--- src/hw/rtl/hswt_pkg.sv ---
`default_nettype none
package hswt_pkg;

  typedef enum logic [2:0] {
    MODE_TEXT   = 3'd0,
    MODE_ENTITY = 3'd1,
    MODE_TNAME  = 3'd2,
    MODE_TAG    = 3'd3,
    MODE_RAW    = 3'd4,
    MODE_RAWLT  = 3'd5
  } mode_t;

  typedef enum logic [1:0] {
    KIND_CHAR   = 2'd0,
    KIND_ACCEPT = 2'd1,
    KIND_SHORT  = 2'd2
  } kind_t;

  typedef struct packed {
    kind_t       kind;
    logic [7:0]  token_char;
    logic [7:0]  char_index;
    logic [7:0]  token_length;
    logic [15:0] word_position;
  } result_t;

  localparam int NumRaw = 4;
  localparam logic [7:0] CaseBit = 8'h20;
  localparam logic [7:0] MaxLen = 8'd255;
  localparam logic [15:0] MaxPos = 16'hFFFF;
  localparam logic [7:0] ChAmp = 8'h26;
  localparam logic [7:0] ChSemi = 8'h3B;
  localparam logic [7:0] ChLt = 8'h3C;
  localparam logic [7:0] ChGt = 8'h3E;
  localparam logic [7:0] ChSlash = 8'h2F;
  localparam logic [7:0] ChDash = 8'h2D;

  // raw-text tag names: script, style, code, template
  localparam logic [3:0] RawLen [NumRaw] = '{4'd6, 4'd5, 4'd4, 4'd8};

  // first character of each name sits in the lowest byte
  function automatic logic [7:0] raw_char(input logic [1:0] name, input logic [2:0] pos);
    logic [63:0] s;
    case (name)
      2'd0:    s = {16'h0000, "tpircs"};
      2'd1:    s = {24'h000000, "elyts"};
      2'd2:    s = {32'h00000000, "edoc"};
      default: s = "etalpmet";
    endcase
    raw_char = s[{pos, 3'b000} +: 8];
  endfunction

endpackage
`default_nettype wire

--- src/hw/rtl/html_strip_word_tokenizer.sv ---
`default_nettype none
// channel        dir  payload
// s_axis         in   tdata = text_byte[7:0], tlast = doc_end
// m_axis         out  tdata = token_char, char_index, token_length, word_position; tuser = kind
// min_token_len  in   cfg_wr_en / cfg_wr_data, written any cycle
//
// One byte per cycle while s_axis_tready is high: the parser state updates in the cycle
// of acceptance and the result is registered in the output register, or in the skid register while m_axis is stalled.
// A one-entry skid register keeps s_axis_tready high for one extra result while
// m_axis is stalled; tready drops only when the skid entry is full.
// rst is synchronous, active high; it clears the parser, counters, valids and
// sets min_token_length to 1.
module html_strip_word_tokenizer
  import hswt_pkg::*;
(
  input  wire logic        clk,
  input  wire logic        rst,
  input  wire logic        s_axis_tvalid,
  output      logic        s_axis_tready,
  input  wire logic [7:0]  s_axis_tdata,   // [7:0] text_byte
  input  wire logic        s_axis_tlast,   // doc_end
  output      logic        m_axis_tvalid,
  input  wire logic        m_axis_tready,
  // [7:0] token_char, [15:8] char_index, [23:16] token_length, [39:24] word_position
  output      logic [39:0] m_axis_tdata,
  output      logic [1:0]  m_axis_tuser,   // [1:0] kind
  input  wire logic        cfg_wr_en,
  input  wire logic [7:0]  cfg_wr_data
);

  logic [7:0]  min_len;
  mode_t       mode, mode_next;
  logic [3:0]  name_cnt, name_cnt_next;
  logic [3:0]  cands, cands_next;
  logic [7:0]  tok_len, tok_len_next;
  logic [15:0] acc_cnt, acc_cnt_next;

  result_t res;
  logic    res_v;
  result_t out_r, skid;
  logic    out_v, skid_v;

  logic       acc;
  logic [7:0] c;
  logic       is_word;
  logic       drain;

  assign s_axis_tready = !skid_v;
  assign acc   = s_axis_tvalid && s_axis_tready;
  assign drain = !out_v || m_axis_tready;
  assign c     = s_axis_tdata | CaseBit;
  assign is_word = (c >= "0" && c <= "9") || (c >= "a" && c <= "z") || c == ChDash;

  // next state
  always_comb begin
    logic [3:0] live;
    logic       hit;
    mode_next     = mode;
    name_cnt_next = name_cnt;
    cands_next    = cands;
    tok_len_next  = tok_len;
    acc_cnt_next  = acc_cnt;
    live = '0;
    hit  = 1'b0;
    for (int i = 0; i < NumRaw; i++) begin
      if (cands[i] && name_cnt < RawLen[i] &&
          raw_char(2'(i), name_cnt[2:0]) == c) begin
        live[i] = 1'b1;
        if (name_cnt + 4'd1 == RawLen[i]) hit = 1'b1;
      end
    end
    if (s_axis_tlast) begin
      mode_next     = MODE_TEXT;
      name_cnt_next = '0;
      cands_next    = '1;
      tok_len_next  = '0;
      acc_cnt_next  = '0;
    end else begin
      case (mode)
        MODE_ENTITY: if (c == ChSemi) mode_next = MODE_TEXT;
        MODE_TNAME: begin
          if (hit || live == '0) begin
            name_cnt_next = '0;
            cands_next    = '1;
            mode_next     = hit ? MODE_RAW : ((c == ChGt) ? MODE_TEXT : MODE_TAG);
          end else begin
            cands_next    = live;
            name_cnt_next = name_cnt + 4'd1;
          end
        end
        MODE_TAG:   if (c == ChGt) mode_next = MODE_TEXT;
        MODE_RAW:   if (c == ChLt) mode_next = MODE_RAWLT;
        MODE_RAWLT: begin
          if (c == ChSlash) mode_next = MODE_TAG;
          else if (c != ChLt) mode_next = MODE_RAW;
        end
        default: begin
          mode_next = MODE_TEXT;
          if (is_word) begin
            if (tok_len != MaxLen) tok_len_next = tok_len + 8'd1;
          end else begin
            if (tok_len != '0 && tok_len >= min_len && acc_cnt != MaxPos)
              acc_cnt_next = acc_cnt + 16'd1;
            tok_len_next = '0;
            if (c == ChAmp) begin
              mode_next = MODE_ENTITY;
            end else if (c == ChLt) begin
              mode_next     = MODE_TNAME;
              name_cnt_next = '0;
              cands_next    = '1;
            end
          end
        end
      endcase
    end
  end

  // result of the current request
  always_comb begin
    logic ending;
    res    = '0;
    res_v  = 1'b0;
    ending = s_axis_tlast || ((mode == MODE_TEXT) && !is_word);
    if (!s_axis_tlast && mode == MODE_TEXT && is_word && tok_len != MaxLen) begin
      res_v          = 1'b1;
      res.kind       = KIND_CHAR;
      res.token_char = c;
      res.char_index = tok_len;
    end else if (ending && tok_len != '0) begin
      res_v            = 1'b1;
      res.token_length = tok_len;
      if (tok_len < min_len) begin
        res.kind = KIND_SHORT;
      end else begin
        res.kind          = KIND_ACCEPT;
        res.word_position = acc_cnt;
      end
    end
  end

  always_ff @(posedge clk) begin
    if (rst) begin
      min_len  <= 8'd1;
      mode     <= MODE_TEXT;
      name_cnt <= '0;
      cands    <= '1;
      tok_len  <= '0;
      acc_cnt  <= '0;
      out_v    <= 1'b0;
      skid_v   <= 1'b0;
    end else begin
      if (cfg_wr_en) min_len <= cfg_wr_data;
      if (acc) begin
        mode     <= mode_next;
        name_cnt <= name_cnt_next;
        cands    <= cands_next;
        tok_len  <= tok_len_next;
        acc_cnt  <= acc_cnt_next;
      end
      if (drain) begin
        if (skid_v) begin
          out_v  <= 1'b1;
          skid_v <= 1'b0;
        end else begin
          out_v <= acc && res_v;
        end
      end else if (acc && res_v) begin
        skid_v <= 1'b1;
      end
    end
  end

  always_ff @(posedge clk) begin
    if (drain) begin
      out_r <= skid_v ? skid : res;
    end else if (acc && res_v) begin
      skid <= res;
    end
  end

  assign m_axis_tvalid = out_v;
  assign m_axis_tuser  = out_r.kind;
  assign m_axis_tdata  = {out_r.word_position, out_r.token_length,
                          out_r.char_index, out_r.token_char};

  a_skid_needs_out: assert property (@(posedge clk) disable iff (rst)
    skid_v |-> out_v) else $error("skid entry held without output entry");

  a_markup_no_token: assert property (@(posedge clk) disable iff (rst)
    mode != MODE_TEXT |-> tok_len == '0) else $error("open token inside markup");

  a_name_cnt_range: assert property (@(posedge clk) disable iff (rst)
    name_cnt <= 4'd7) else $error("tag name counter out of range");

  a_char_fields: assert property (@(posedge clk) disable iff (rst)
    out_v && out_r.kind == KIND_CHAR |-> out_r.token_length == '0 &&
    out_r.word_position == '0) else $error("character result carries end fields");

  a_end_fields: assert property (@(posedge clk) disable iff (rst)
    out_v && out_r.kind != KIND_CHAR |-> out_r.token_length != '0 &&
    out_r.token_char == '0) else $error("end marker with bad fields");

endmodule
`default_nettype wire

--- config.mk ---
export PLATFORM = sky130hd
export DESIGN_NAME = html_strip_word_tokenizer
export DESIGN_NICKNAME = d
export VERILOG_FILES = /design/src/hw/rtl/hswt_pkg.sv /design/src/hw/rtl/html_strip_word_tokenizer.sv
export SDC_FILE = /design/constraint.sdc
export NUM_CORES = 1
export LEC_CHECK = 0
export BUFFER_PORTS_ARGS = -buffer_cell sky130_fd_sc_hd__buf_4
export CAP_MARGIN = 20
export CORE_AREA = 2 2 183 95
export CTS_CLUSTER_SIZE = 25
export DETAILED_ROUTE_END_ITERATION = 8
export DIE_AREA = 0 0 185 97
export PLACE_DENSITY = 0.57
export SYNTH_ARGS = -nofsm -noshare
export SYNTH_HDL_FRONTEND = slang
export SYNTH_SLANG_ARGS = --single-unit
--- constraint.sdc ---
create_clock -name clk -period 5.72 [get_ports clk]
set_input_delay 1.144 -clock clk [delete_from_list [all_inputs] [get_ports clk]]
set_output_delay 1.144 -clock clk [all_outputs]
set_load 0.02 [all_outputs]
; ---- After elaboration in Yosys (flattened, before gate mapping)
; Cells that the tools add are included.
[word_totals]
regBits = 129
in_bits = 22
[classes]
addsub = 3
magnitude_cmp = 10
eq_ne = 33
shifts = 4
muxes = 56
n_bitwise = 1
n_reduce_logical = 41
[op_table]
columns = operator, count
row1 = "variable part select 64 x 7 -> 8 bit, first input constant", 4
row2 = two-way mux 16 bit, 6
row3 = two-way mux 24 bit, 2
row4 = two-way mux 42 bit, 1
row5 = two-way mux 4 bit, 10
row6 = equality test 8 bit, 4
row7 = two-way mux 8 bit, 4
row8 = two-way mux 3 bit, 8
row9 = "equality test 7 x 5 -> 1 bit, second input constant", 3
row10 = logical AND 1 bit, 19
row11 = "adder 16 x 1 -> 16 bit, second input constant", 1
row12 = "inequality test 16 bit, second input constant", 1
row13 = case mux 4 bit (2 select lines), 2
row14 = two-way mux 1 bit, 15
row15 = case mux 3 bit (5 select lines), 1
row16 = "equality test 7 x 4 -> 1 bit, second input constant", 2
row17 = two-way mux 2 bit, 7
row18 = "equality test 4 x 3 -> 1 bit, second input constant", 3
row19 = "less-than comparator 4 x 3 -> 1 bit, second input constant", 3
row20 = "inequality test 3 bit, second input constant", 4
row21 = "inequality test 3 x 2 -> 1 bit, second input constant", 3
row22 = "adder 8 x 1 -> 8 bit, second input constant", 1
row23 = "greater-or-equal comparator 8 x 6 -> 1 bit, second input constant", 1
row24 = "greater-or-equal comparator 8 x 7 -> 1 bit, second input constant", 1
row25 = other kinds (32), 42

; ---- Depth between registers and ports, before layout
; Gate-level depths: netlist of the first run.
[logic_depth]
depth_word = 14
ltp_mapped = 11
ltp_nobuf = 11

; ---- Worst setup path after synthesis of the first run
; No wires, ideal clock.
[synth_timing]
path_kind = input to register
startpoint = in s_axis_tdata[2]
endpoint = reg skid[0] (netlist name), enable pin
arrival_ns = 5.704
required_time_ns = 5.218
setup_slack_ns = -0.486
cell_stages = 8
n_path_buf = 2
path_cell_list = buf_2 > o41ai_1 > a221o_1 > a21oi_2 > nor3_1 > clkbuf_2 > nor2_1 > nor3b_1
[synth_between]
elab_chain_cells = 12
elab_cells_between_ends = 19
classes_between = order compare (4) / eq/ne (1) / mux (2) / reduce/logical (12)
[synth_lines]
columns = item, line
row1 = start: declaration, html_strip_word_tokenizer.sv:20  ; input wire logic [7:0] s_axis_tdata,
row2 = "greater-or-equal comparator 8 x 6 -> 1 bit, or another cell as far along", html_strip_word_tokenizer.sv:52  ; assign is_word = (c >= "0" && c <= "9") || (c >= "a" && c <= "z") || c == ChDash;
row3 = logical AND 1 bit, html_strip_word_tokenizer.sv:52
row4 = logical OR 1 bit, html_strip_word_tokenizer.sv:52
row5 = logical OR 1 bit *, html_strip_word_tokenizer.sv:52
row6 = logical NOT 1 bit, html_strip_word_tokenizer.sv:123  ; ending = s_axis_tlast || ((mode == MODE_TEXT) && !is_word);
row7 = logical AND 1 bit, html_strip_word_tokenizer.sv:123
row8 = logical OR 1 bit, html_strip_word_tokenizer.sv:123
row9 = logical AND 1 bit, html_strip_word_tokenizer.sv:129  ; end else if (ending && tok_len != '0) begin
row10 = two-way mux 1 bit, html_strip_word_tokenizer.sv:129
row11 = two-way mux 1 bit *, html_strip_word_tokenizer.sv:124  ; if (!s_axis_tlast && mode == MODE_TEXT && is_word && tok_len != MaxLen) begin
row12 = logical AND 1 bit *, html_strip_word_tokenizer.sv:176  ; end else if (acc && res_v) begin
row13 = AND reduction 2 bit (no source line) *, n/a
row14 = end signal: assignment, html_strip_word_tokenizer.sv:177  ; skid <= res;
row15 = end: declaration, html_strip_word_tokenizer.sv:40  ; result_t out_r, skid;
; Every way passes the cells marked *; elsewhere a longest branch is shown, timed or not.
; A chain may end at the register's enable or synchronous reset.

; ---- Worst setup path in the final report of the first run
[layout_timing]
startpoint = in s_axis_tdata[2]
endpoint = reg skid[14] (netlist name), enable pin
; The elaborated chain is that of the path after synthesis.

==> flow_summary.yaml, run 1 <==
status:
  outcome: "complete, no violations"
grt:
  grt_pass1_wl_um: 23140
  grt_pass1_vias: 4543
  grt_max_degree: 46
  grt.total_usage_pct: 16.45
  antenna_found_initial: 0
  overflow: 0
critical_path:
  crit_arrival_ns: 3.70
  timing.rr.end: "cands[0]$_SDFFE_PP1P_"
  crit_path_end_kind: "flop"
  worst_setup_path_start_kind: "primary input"
  path_buf_inv: 2
  crit_required_ns: 5.77
  rr_worst_depth: 10
  cp_max_fo: 32
  crit_path_top_delay_cell: "and3_1"
  ff2ff_setup_slack_ns: 2.58
  crit_chain: "buf_4, or3b_4, nor2_4, nand4_1, a21oi_2, and3_1, nor2_1, nor3b_2, buf_4"
  cp_slowest_stage_delay_ns: 0.61
  r2r-start: "name_cnt[0]$_SDFFE_PP0P_"
  cp_top_family: "simple AND/OR/NAND/NOR gates"
  crit_top_cell: "buf_4"
  worstSetupPathType: "primary input to flop"
synth:
  ys_ff_latch: 129
  synth-main-ff-cell: "edfxtp_1"
  avgSynthCellArea_sq_um: 11.11
  synth_top_area_share_pct: 39.02
  yosys_warnings: 0
  syn-num-nets: 624
  syn_inst: 582
  synth_area_leaders: "edfxtp_1 (39%), dfxtp_1 (14%), mux2_2 (6.4%)"
  yosysMostFrequentCell: "edfxtp_1"
  synth-async-reset-ratio_pct: 0
  synthTopCellsByCount: "edfxtp_1 (84), dfxtp_1 (45), nor2_1 (44)"
  netlist_area_sq_um: 6464
  yosys.area.top_type: "edfxtp_1"
  synth_cell_type_count: 67
  ys_seq_area_share_pct: 52.96
  synth_edf_count: 84
floorplan:
  design.core.area_sq_um: 16190
  die_w_um: 185
  ios: 66
  fp-row-count: 33
  dieArea_sq_um: 17950
  start_util_pct: 39.94
  die_h_um: 97
drt:
  routedWlPerCell_um: 15.85
  drt-total-wl_um: 13900
  first_pass_iters: 5
  vias: 4518
  routed_via_density: 5.152
  ant_nets: 0
  drt_iter0_drc: 249
  drc: 0
clocking:
  clkSinkCount: 129
  post-cts-setup-buffers: 0
  clk_latency_ns: 0.41
  cts_tree: "built"
  cts_htree_levels: 4
  ctsResizeCount: 0
  cts_buffers: 17
  root_buffer: "clkbuf_16"
  ctsLongestPathBuffers: 2
  ctsHoldBuffers: 0
  path_clk_slew_ns: 0.06
placement:
  dp_hpwl_um: 9242
  gp_congestion: 0.8487
  port_buffers: 64
  placed_area_sq_um: 7151
power_and_ir_drop:
  power_density_nw_per_um2: 281.7
  ir_worst_vdd_uv: 202.9
  finalPower_uw: 2172
  p_leak_uw: 0.003033
sta:
  slew-limit-headroom_pct: 39.64
  finClkSkew_ns: 0.009211
  finalSetupViolations: 0
  finalCritPeriodShare_pct: 63.67
  holdWs_ns: 0.5032
  worst_pin_slew_ns: 0.8978
  period_minus_slack_ns: 3.642
  maxSlewViolCount: 0
  max_clock_freq_mhz: 274.6
  rsz0062_at_grt: "false"
  hold_viol: 0
finish:
  diodes: 0
  final_area_sq_um: 7712
  nNetsFinal: 679
  drive_gt1_share_pct: 24.00
  fin_util_pct: 47.65
  area_delta_synth_final_pct: 19.32
  fillers: 1499
min_path:
  worst_hold_path_type: "flop to flop"
  min_to: "min_len[4]$_SDFFE_PP0P_"
  min_path_cells: 2
  hp-start: "min_len[4]$_SDFFE_PP0P_"
job:
  drv_cap: 0
==> through the flow <==
| stage | cells | setup TNS [ns] | setup WS (ns) |
|---|---|---|---|
| 6_report | 877 | 0 | 2.078 |
| 3_5_place_dp | 845 | 0 | 1.621 |
| 3_3_place_gp | 845 | 0 | 1.685 |
| 2_1_floorplan | 582 | -14.35 | -0.3418 |
| 4_1_cts | 877 | 0 | 2.069 |
| 5_1_grt | 877 | 0 | 1.820 |
==> kinds of logic (layout without fill, tap and decap cells) <==
kind of cell / Yosys count / in the layout / share of synthesized area [%]
simple gates: 213 / 213 / 18.16
flops: 129 / 129 / 52.96
compound gates: 89 / 89 / 10.03
buf+inv: 60 / 128 / 3.813
mux: 47 / 47 / 7.995
xor+xnor: 23 / 23 / 3.117
fa+ha+maj: 20 / 20 / 3.871
other cells: 1 / 1 / 0.05802
==> power breakdown <==
group          switching [uW]  total [uW]  leakage [uW]  internal (uW)
clock network             430        1030      0.000261            604
registers                8.21        1010       0.00125            998
logic                    81.6         133       0.00152           51.7
total                     519        2170       0.00303           1650
==> flip-flops by register name, indices dropped and copies added (netlist names) <==
name,cells
skid,42
m_axis_tdata,40
acc_cnt,16
min_len,8
tok_len,8
cands,4
name_cnt,4
mode,3
m_axis_tuser,2
m_axis_tvalid,1
skid_v,1
==> layout make-up <==
class	instances	area, sq um	area share (%)
Sequential cell	129	3423	44.39
Multi-Input combinational cell	393	2820	36.57
Timing Repair Buffer	70	525.5	6.814
Clock buffer	18	429.2	5.565
Tap cell	227	284.0	3.683
Clock inverter	14	132.6	1.720
Inverter	26	97.59	1.265
==> tightest hold or removal path, cell delays in order, from the launching register on <==
cell,delay [ns]
dfxtp_1,0.33
mux2i_1,0.07
nor2_1,0.07
==> routing by layer <==
metal	vias up	track usage (%)	share of wire, %
met5	-	0	0
met4	0	4.701	0.53
met3	7	3.878	4.3
met2	70	24.66	44
met1	2187	23.60	51
li1	2254	-	-
==> worst max-delay path by stage <==
stage / from / endpoint / cells past startpoint / slack [ns]
final: s_axis_tdata[2] / skid[14]$_DFFE_PP_ / 9 / 2.08
after global routing: s_axis_tdata[2] / skid[14]$_DFFE_PP_ / 9 / 1.82
after CTS: s_axis_tdata[2] / skid[14]$_DFFE_PP_ / 9 / 2.07
after detailed placement: s_axis_tdata[2] / skid[26]$_DFFE_PP_ / 9 / 1.62
after global placement: s_axis_tdata[2] / skid[10]$_DFFE_PP_ / 9 / 1.68
after floorplan: s_axis_tdata[6] / skid[0]$_DFFE_PP_ / 9 / -0.34
==> placed cells by master, fill, tap and decap left out, drive strengths merged, types with 3 or more instances in the layout <==
master / netlist / routed
a211o: 3 / 3
dfxtp: 45 / 45
nor2: 44 / 44
or3: 6 / 6
edfxtp: 84 / 84
or4: 5 / 5
buf: 14 / 70
ha: 20 / 20
clkinv: 0 / 4
o21ai: 13 / 13
o211ai: 4 / 4
nor4: 5 / 5
mux2i: 10 / 10
nor4b: 3 / 3
nand3: 16 / 16
o31ai: 8 / 8
nand4: 7 / 7
and2: 26 / 26
and4: 3 / 3
and3: 23 / 23
mux2: 37 / 37
nand2b: 6 / 6
inv: 26 / 30
xor2: 9 / 9
a21oi: 21 / 21
nand2: 30 / 30
nor3: 18 / 18
clkbuf: 20 / 18
nor3b: 5 / 5
xnor2: 14 / 14
nor2b: 9 / 9
o21bai: 5 / 5
a21o: 5 / 5
clkinvlp: 0 / 5
a211oi: 6 / 6
o2111ai: 3 / 3
Note: power is estimated with default switching activity, not from simulation.
==> run 2: changes to the inputs <==
Settings changed: PLACE_DENSITY 0.57 to 0.54.
Clock period 5.72 ns to 3.5 ns, I/O delays scaled along.
==> run 2 against run 1 <==
Net effect:
- non-clock buffer count rose by 6
- register-to-register slack got worse by 2.1 ns
- largest cell class unchanged
- clock power rose by 86%
- clock skew barely moved
- sequential share of layout area fell by 0.65 points
- final area rose by 1.5%
- combinational power rose by 66%
- power rose by 74%
- critical path depth rose by 1
==> flow_summary.yaml, run 2 (same netlist as run 1, synthesis figures left out) <==
status:
  outcome: "complete, no violations"
placement:
  gp_congestion: 0.8621
  placed_area_sq_um: 7196
  port_buffers: 64
  dp_hpwl_um: 9761
floorplan:
  die_w_um: 185
  design.core.area_sq_um: 16190
  die_h_um: 97
  ios: 66
  dieArea_sq_um: 17950
  start_util_pct: 39.94
  fp-row-count: 33
drt:
  drc: 0
  first_pass_iters: 4
  vias: 4492
  drt_iter0_drc: 249
  routed_via_density: 5.087
  ant_nets: 0
  drt-total-wl_um: 14270
  routedWlPerCell_um: 16.16
power_and_ir_drop:
  ir_worst_vdd_uv: 335.1
  power_density_nw_per_um2: 483.2
  p_leak_uw: 0.003106
critical_path:
  worstSetupPathType: "flop to flop"
  r2r-start: "name_cnt[1]$_SDFFE_PP0P_"
  crit_path_end_kind: "flop"
  crit_arrival_ns: 3.35
  critPathCapture: "cands[2]$_SDFFE_PP1P_"
  crit_start: "name_cnt[1]$_SDFFE_PP0P_"
  worst_setup_path_start_kind: "flop"
  ff2ff_setup_slack_ns: 0.45
  crit_cells: 10
  timing.rr.end: "cands[2]$_SDFFE_PP1P_"
  crit_chain: "inv_1, ha_1, and2_1, o311a_1, o2111ai_1, o211ai_1, a21o_1, or3_1, nor3_1, o21bai_1"
  crit_path_top_delay_cell: "dfxtp_1"
  cp_slowest_stage_delay_ns: 0.47
  cp_max_fo: 7
  crit_required_ns: 3.80
  cp_top_family: "compound AO/OA/AOI/OAI gates"
  rr_worst_depth: 10
  path_buf_inv: 1
sta:
  rsz0062_at_grt: "false"
  max_clock_freq_mhz: 327.8
  worst_pin_slew_ns: 0.8383
  maxSlewViolCount: 0
  finalCritPeriodShare_pct: 87.15
  finClkSkew_ns: 0.008843
  tns_ns: 0
  period_minus_slack_ns: 3.050
  hold_viol: 0
  slew-limit-headroom_pct: 43.64
  finalSetupViolations: 0
  holdWs_ns: 0.4956
finish:
  mostFrequentLayoutCell: "edfxtp_1"
  largest_reg_flops: 42
  fillers: 1553
  final_area_sq_um: 7826
  most-common-layout-cells: "edfxtp_1 (84), buf_4 (76), dfxtp_1 (45)"
  diodes: 0
  fin_util_pct: 48.35
  area_delta_synth_final_pct: 21.08
  nNetsFinal: 685
  drive_gt1_share_pct: 24.54
  top_register: "skid"
grt:
  overflow: 0
  grt.total_usage_pct: 16.87
  grt_max_degree: 45
  antenna_found_initial: 0
  grt_pass1_wl_um: 23530
  grt_pass1_vias: 4394
clocking:
  post-cts-setup-buffers: 0
  cts_htree_levels: 4
  path_clk_slew_ns: 0.06
  cts_buffers: 17
  cts_tree: "built"
  ctsResizeCount: 0
  ctsLongestPathBuffers: 2
  root_buffer: "clkbuf_16"
  ctsHoldBuffers: 0
  clk_latency_ns: 0.41
  clkSinkCount: 129
min_path:
  worst_hold_path_type: "flop to flop"
  hp-start: "min_len[6]$_SDFFE_PP0P_"
job:
  drv_cap: 0
-- run 2: cell type report --
| class | instances | area [sq um] | area share [%] |
|---|---|---|---|
| timing repair buffer | 76 | 570.5 | 7.290 |
| multi-input combinational | 393 | 2820 | 36.04 |
| tap | 227 | 284.0 | 3.629 |
| inverter | 26 | 97.59 | 1.247 |
| clock inverter | 14 | 201.4 | 2.574 |
| clock buffer | 18 | 429.2 | 5.484 |
| sequential | 129 | 3423 | 43.74 |
-- run 2: where the power goes --
part           internal, uW  total [uW]  switching (uW)
Sequential             1630        1640            12.8
Combinational          86.9         221             134
Clock                  1210        1920             711
Total                  2920        3780             858
-- run 2: tightest hold or removal path, delay by kind of cell, from the launching register on --
kind / cells / cell delay, ns
simple gates: 1 / 0.07
flops: 1 / 0.32
mux: 1 / 0.06
-- run 2: routing by layer --
layer | GRT usage, % | part of all wire, %
met2 | 24.34 | 42
met5 | 0 | 0
met1 | 25.05 | 54
met4 | 4.945 | 0.96
met3 | 3.840 | 3.1
-- run 2: worst min path at each step --
stage                               to  depth (start not counted)
4_1_cts        min_len[0]$_SDFFE_PP1P_                          2
3_5_place_dp   min_len[6]$_SDFFE_PP0P_                          2
3_3_place_gp   min_len[2]$_SDFFE_PP0P_                          2
2_1_floorplan  min_len[1]$_SDFFE_PP0P_                          2
5_1_grt        min_len[0]$_SDFFE_PP1P_                          2
6_report       min_len[6]$_SDFFE_PP0P_                          2
-- run 2: through the flow --
step | setup WS (ns) | power, uW | std cells
after global placement | 0.3971 | 1895 | 851
after floorplan | -2.118 | 1825 | 582
after detailed placement | 0.3366 | 1898 | 851
final | 0.4498 | 3782 | 883
after CTS | 0.4328 | 3825 | 883
after global routing | 0.2170 | 3911 | 883
==> run 3: changes to the inputs <==
Settings changed: ABC_AREA set to 1, CORE_AREA 2 2 183 95 to 2 2 186 97, DIE_AREA 0 0 185 97 to 0 0 188 99, HOLD_SLACK_MARGIN set to 0.15.
==> run 3 against run 2 <==
Net effect:
- first-iteration DRC count grew 66%
- worst hold slack lost 0.035 ns
- worst setup slack gained 0.37 ns
- flip-flop and latch count is the same
- combinational power grew 29%
- sequential share of layout area shrank 0.99 points
- sequential power is essentially flat
- critical endpoint is now mode[0]$_SDFFE_PP0P_
- highest routed layer unchanged
==> flow_summary.yaml, run 3 <==
status:
  outcome: "complete, no violations"
synth:
  syn-num-nets: 870
  ys_ff_latch: 129
  synth_cell_type_count: 37
  yosys.area.top_type: "edfxtp_1"
  yosysMostFrequentCell: "nand2_1"
  synthTopCellsByCount: "nand2_1 (247), nor2_1 (102), inv_1 (89)"
  yosys_warnings: 0
  synth_area_leaders: "edfxtp_1 (38%), nand2_1 (14%), dfxtp_1 (14%)"
  netlist_area_sq_um: 6660
  synth-main-ff-cell: "edfxtp_1"
  synth-async-reset-ratio_pct: 0
  syn_inst: 828
  synth_top_area_share_pct: 37.87
  ys_seq_area_share_pct: 51.40
  avgSynthCellArea_sq_um: 8.044
  synth_edf_count: 84
drt:
  vias: 5533
  routed_via_density: 4.845
  drt_iter0_drc: 413
  ant_nets: 0
  routedWlPerCell_um: 14.20
  drc: 0
  first_pass_iters: 5
  drt-total-wl_um: 16210
critical_path:
  cp_slowest_stage_delay_ns: 0.54
  crit_arrival_ns: 2.97
  crit_required_ns: 3.80
  crit_top_cell: "nor2_1"
  crit_path_top_delay_cell: "dfxtp_1"
  crit_path_end_kind: "flop"
  worst_setup_path_start_kind: "flop"
  crit_chain: "ha_1, inv_1, ha_1, inv_1, nor2_1, nor2_1, nand2_1, nor2_1, nand3_1, nand3_1, nand2_1, nand2_1, o21bai_2, a21oi_1, nor2_1"
  worstSetupPathType: "flop to flop"
  cp_max_fo: 9
power_and_ir_drop:
  switching_share_pct: 24.79
  p_sw_uw: 931.0
  clkPwrFrac_pct: 48.4
  seq_power_share_pct: 44.1
  power_density_nw_per_um2: 468.9
  combPwrFrac_pct: 7.6
  ir_worst_vdd_uv: 353.9
  p_int_uw: 2825
  p_leak_uw: 0.003511
floorplan:
  die_h_um: 99
  design.core.area_sq_um: 16970
  die_w_um: 188
  ios: 66
  start_util_pct: 39.24
  fp-row-count: 34
  dieArea_sq_um: 18610
sta:
  maxSlewViolCount: 0
  finalSetupViolations: 0
  max_clock_freq_mhz: 373.5
  tns_ns: 0
  finClkSkew_ns: 0.01423
  slew-limit-headroom_pct: 30.64
  hold_viol: 0
  finalCritPeriodShare_pct: 76.50
  layout_setup_ws_ns: 0.8225
  period_minus_slack_ns: 2.678
  worst_pin_slew_ns: 1.040
  rsz0062_at_grt: "false"
grt:
  grt_pass1_vias: 5033
  grt_pass1_wl_um: 26880
  overflow: 0
  grt.total_usage_pct: 18.39
  antenna_found_initial: 0
  grt_max_degree: 58
clocking:
  clkSinkCount: 129
  root_buffer: "clkbuf_16"
  post-cts-setup-buffers: 0
  cts_htree_levels: 4
  ctsResizeCount: 0
  ctsLongestPathBuffers: 2
  ctsHoldBuffers: 0
  clk_latency_ns: 0.42
  cts_buffers: 17
  cts_tree: "built"
  path_clk_slew_ns: 0.06
finish:
  largest_reg_flops: 42
  nNetsFinal: 937
  final_area_sq_um: 8010
  top_register: "skid"
  fin_cells: 1142
  drive_gt1_share_pct: 13.99
  area_delta_synth_final_pct: 20.27
  diodes: 0
  mostFrequentLayoutCell: "nand2_1"
  fin_util_pct: 47.19
  most-common-layout-cells: "nand2_1 (247), nor2_1 (101), inv_1 (88)"
placement:
  dp_hpwl_um: 11660
  port_buffers: 64
  dpl.cell_count: 1110
  placed_area_sq_um: 7405
  pre_cts_slack_ns: 0.7462
  gp_congestion: 0.9118
min_path:
  worst_hold_path_type: "flop to flop"
job:
  drv_cap: 0
## run 3: critical path: cells and delay by family, from the launching register on
kind	cells	cell delay, ns
fa+ha+maj	2	0.59
simple gates	9	0.94
buf+inv	2	0.21
compound gates	2	0.29
flops	1	0.54
## run 3: cell families (layout without fill, tap and decap cells)
kind of cell             count (synthesis)  after routing  synth area share (%)
flip-flops                             129            129                 51.40
adder cells (fa/ha/maj)                 20             20                 3.757
buffers and inverters                  123            203                 7.533
other                                    1              1               0.05631
XOR/XNOR                                15             15                 1.973
AO/OA/AOI/OAI                           99             99                 7.834
AND/OR/NAND/NOR                        441            441                 27.45
## run 3: worst paths after layout
kind / from / endpoint / slack [ns] / depth (start not counted)
setup / recovery: name_cnt[1]$_SDFFE_PP0P_ / mode[0]$_SDFFE_PP0P_ / 0.82 / 15
hold / removal: min_len[1]$_SDFFE_PP0P_ / min_len[1]$_SDFFE_PP0P_ / 0.46 / 2
setup reg to reg: name_cnt[1]$_SDFFE_PP0P_ / mode[0]$_SDFFE_PP0P_ / 0.82 / 15
hold reg to reg: min_len[1]$_SDFFE_PP0P_ / min_len[1]$_SDFFE_PP0P_ / 0.46 / 2
## run 3: layout make-up
class / count / area [sq um]
tap: 234 / 292.8
clock inverter: 14 / 166.4
fill: 1696 / 8964
multi-input combinational: 576 / 2743
inverter: 97 / 364.1
timing repair buffer: 74 / 580.6
clock buffer: 18 / 439.2
sequential: 129 / 3425
## run 3: power groups by stage
stage | Clock, uW | Sequential, uW | Combinational (uW)
3_3_place_gp | 0 | 1690 | 282
3_5_place_dp | 0 | 1690 | 282
4_1_cts | 1850 | 1660 | 283
6_report | 1820 | 1660 | 285
2_1_floorplan | 0 | 1710 | 162
5_1_grt | 1920 | 1660 | 317
## run 3: layer usage
layer	part of all wire [%]	GRT usage [%]	vias up
met1	56	29.54	2501
met3	6.9	4.060	14
met5	0	0	-
met4	0.87	4.482	0
li1	-	-	2837
met2	36	24.27	181
## run 3: metrics by stage
| stage | hold slack (ns) | power [uW] |
|---|---|---|
| final | 0.4607 | 3756 |
| after global routing | 0.4857 | 3892 |
| after CTS | 0.4647 | 3791 |
| after detailed placement | 0.4556 | 1970 |
| after global placement | 0.4549 | 1970 |
| after floorplan | 0.4353 | 1872 |
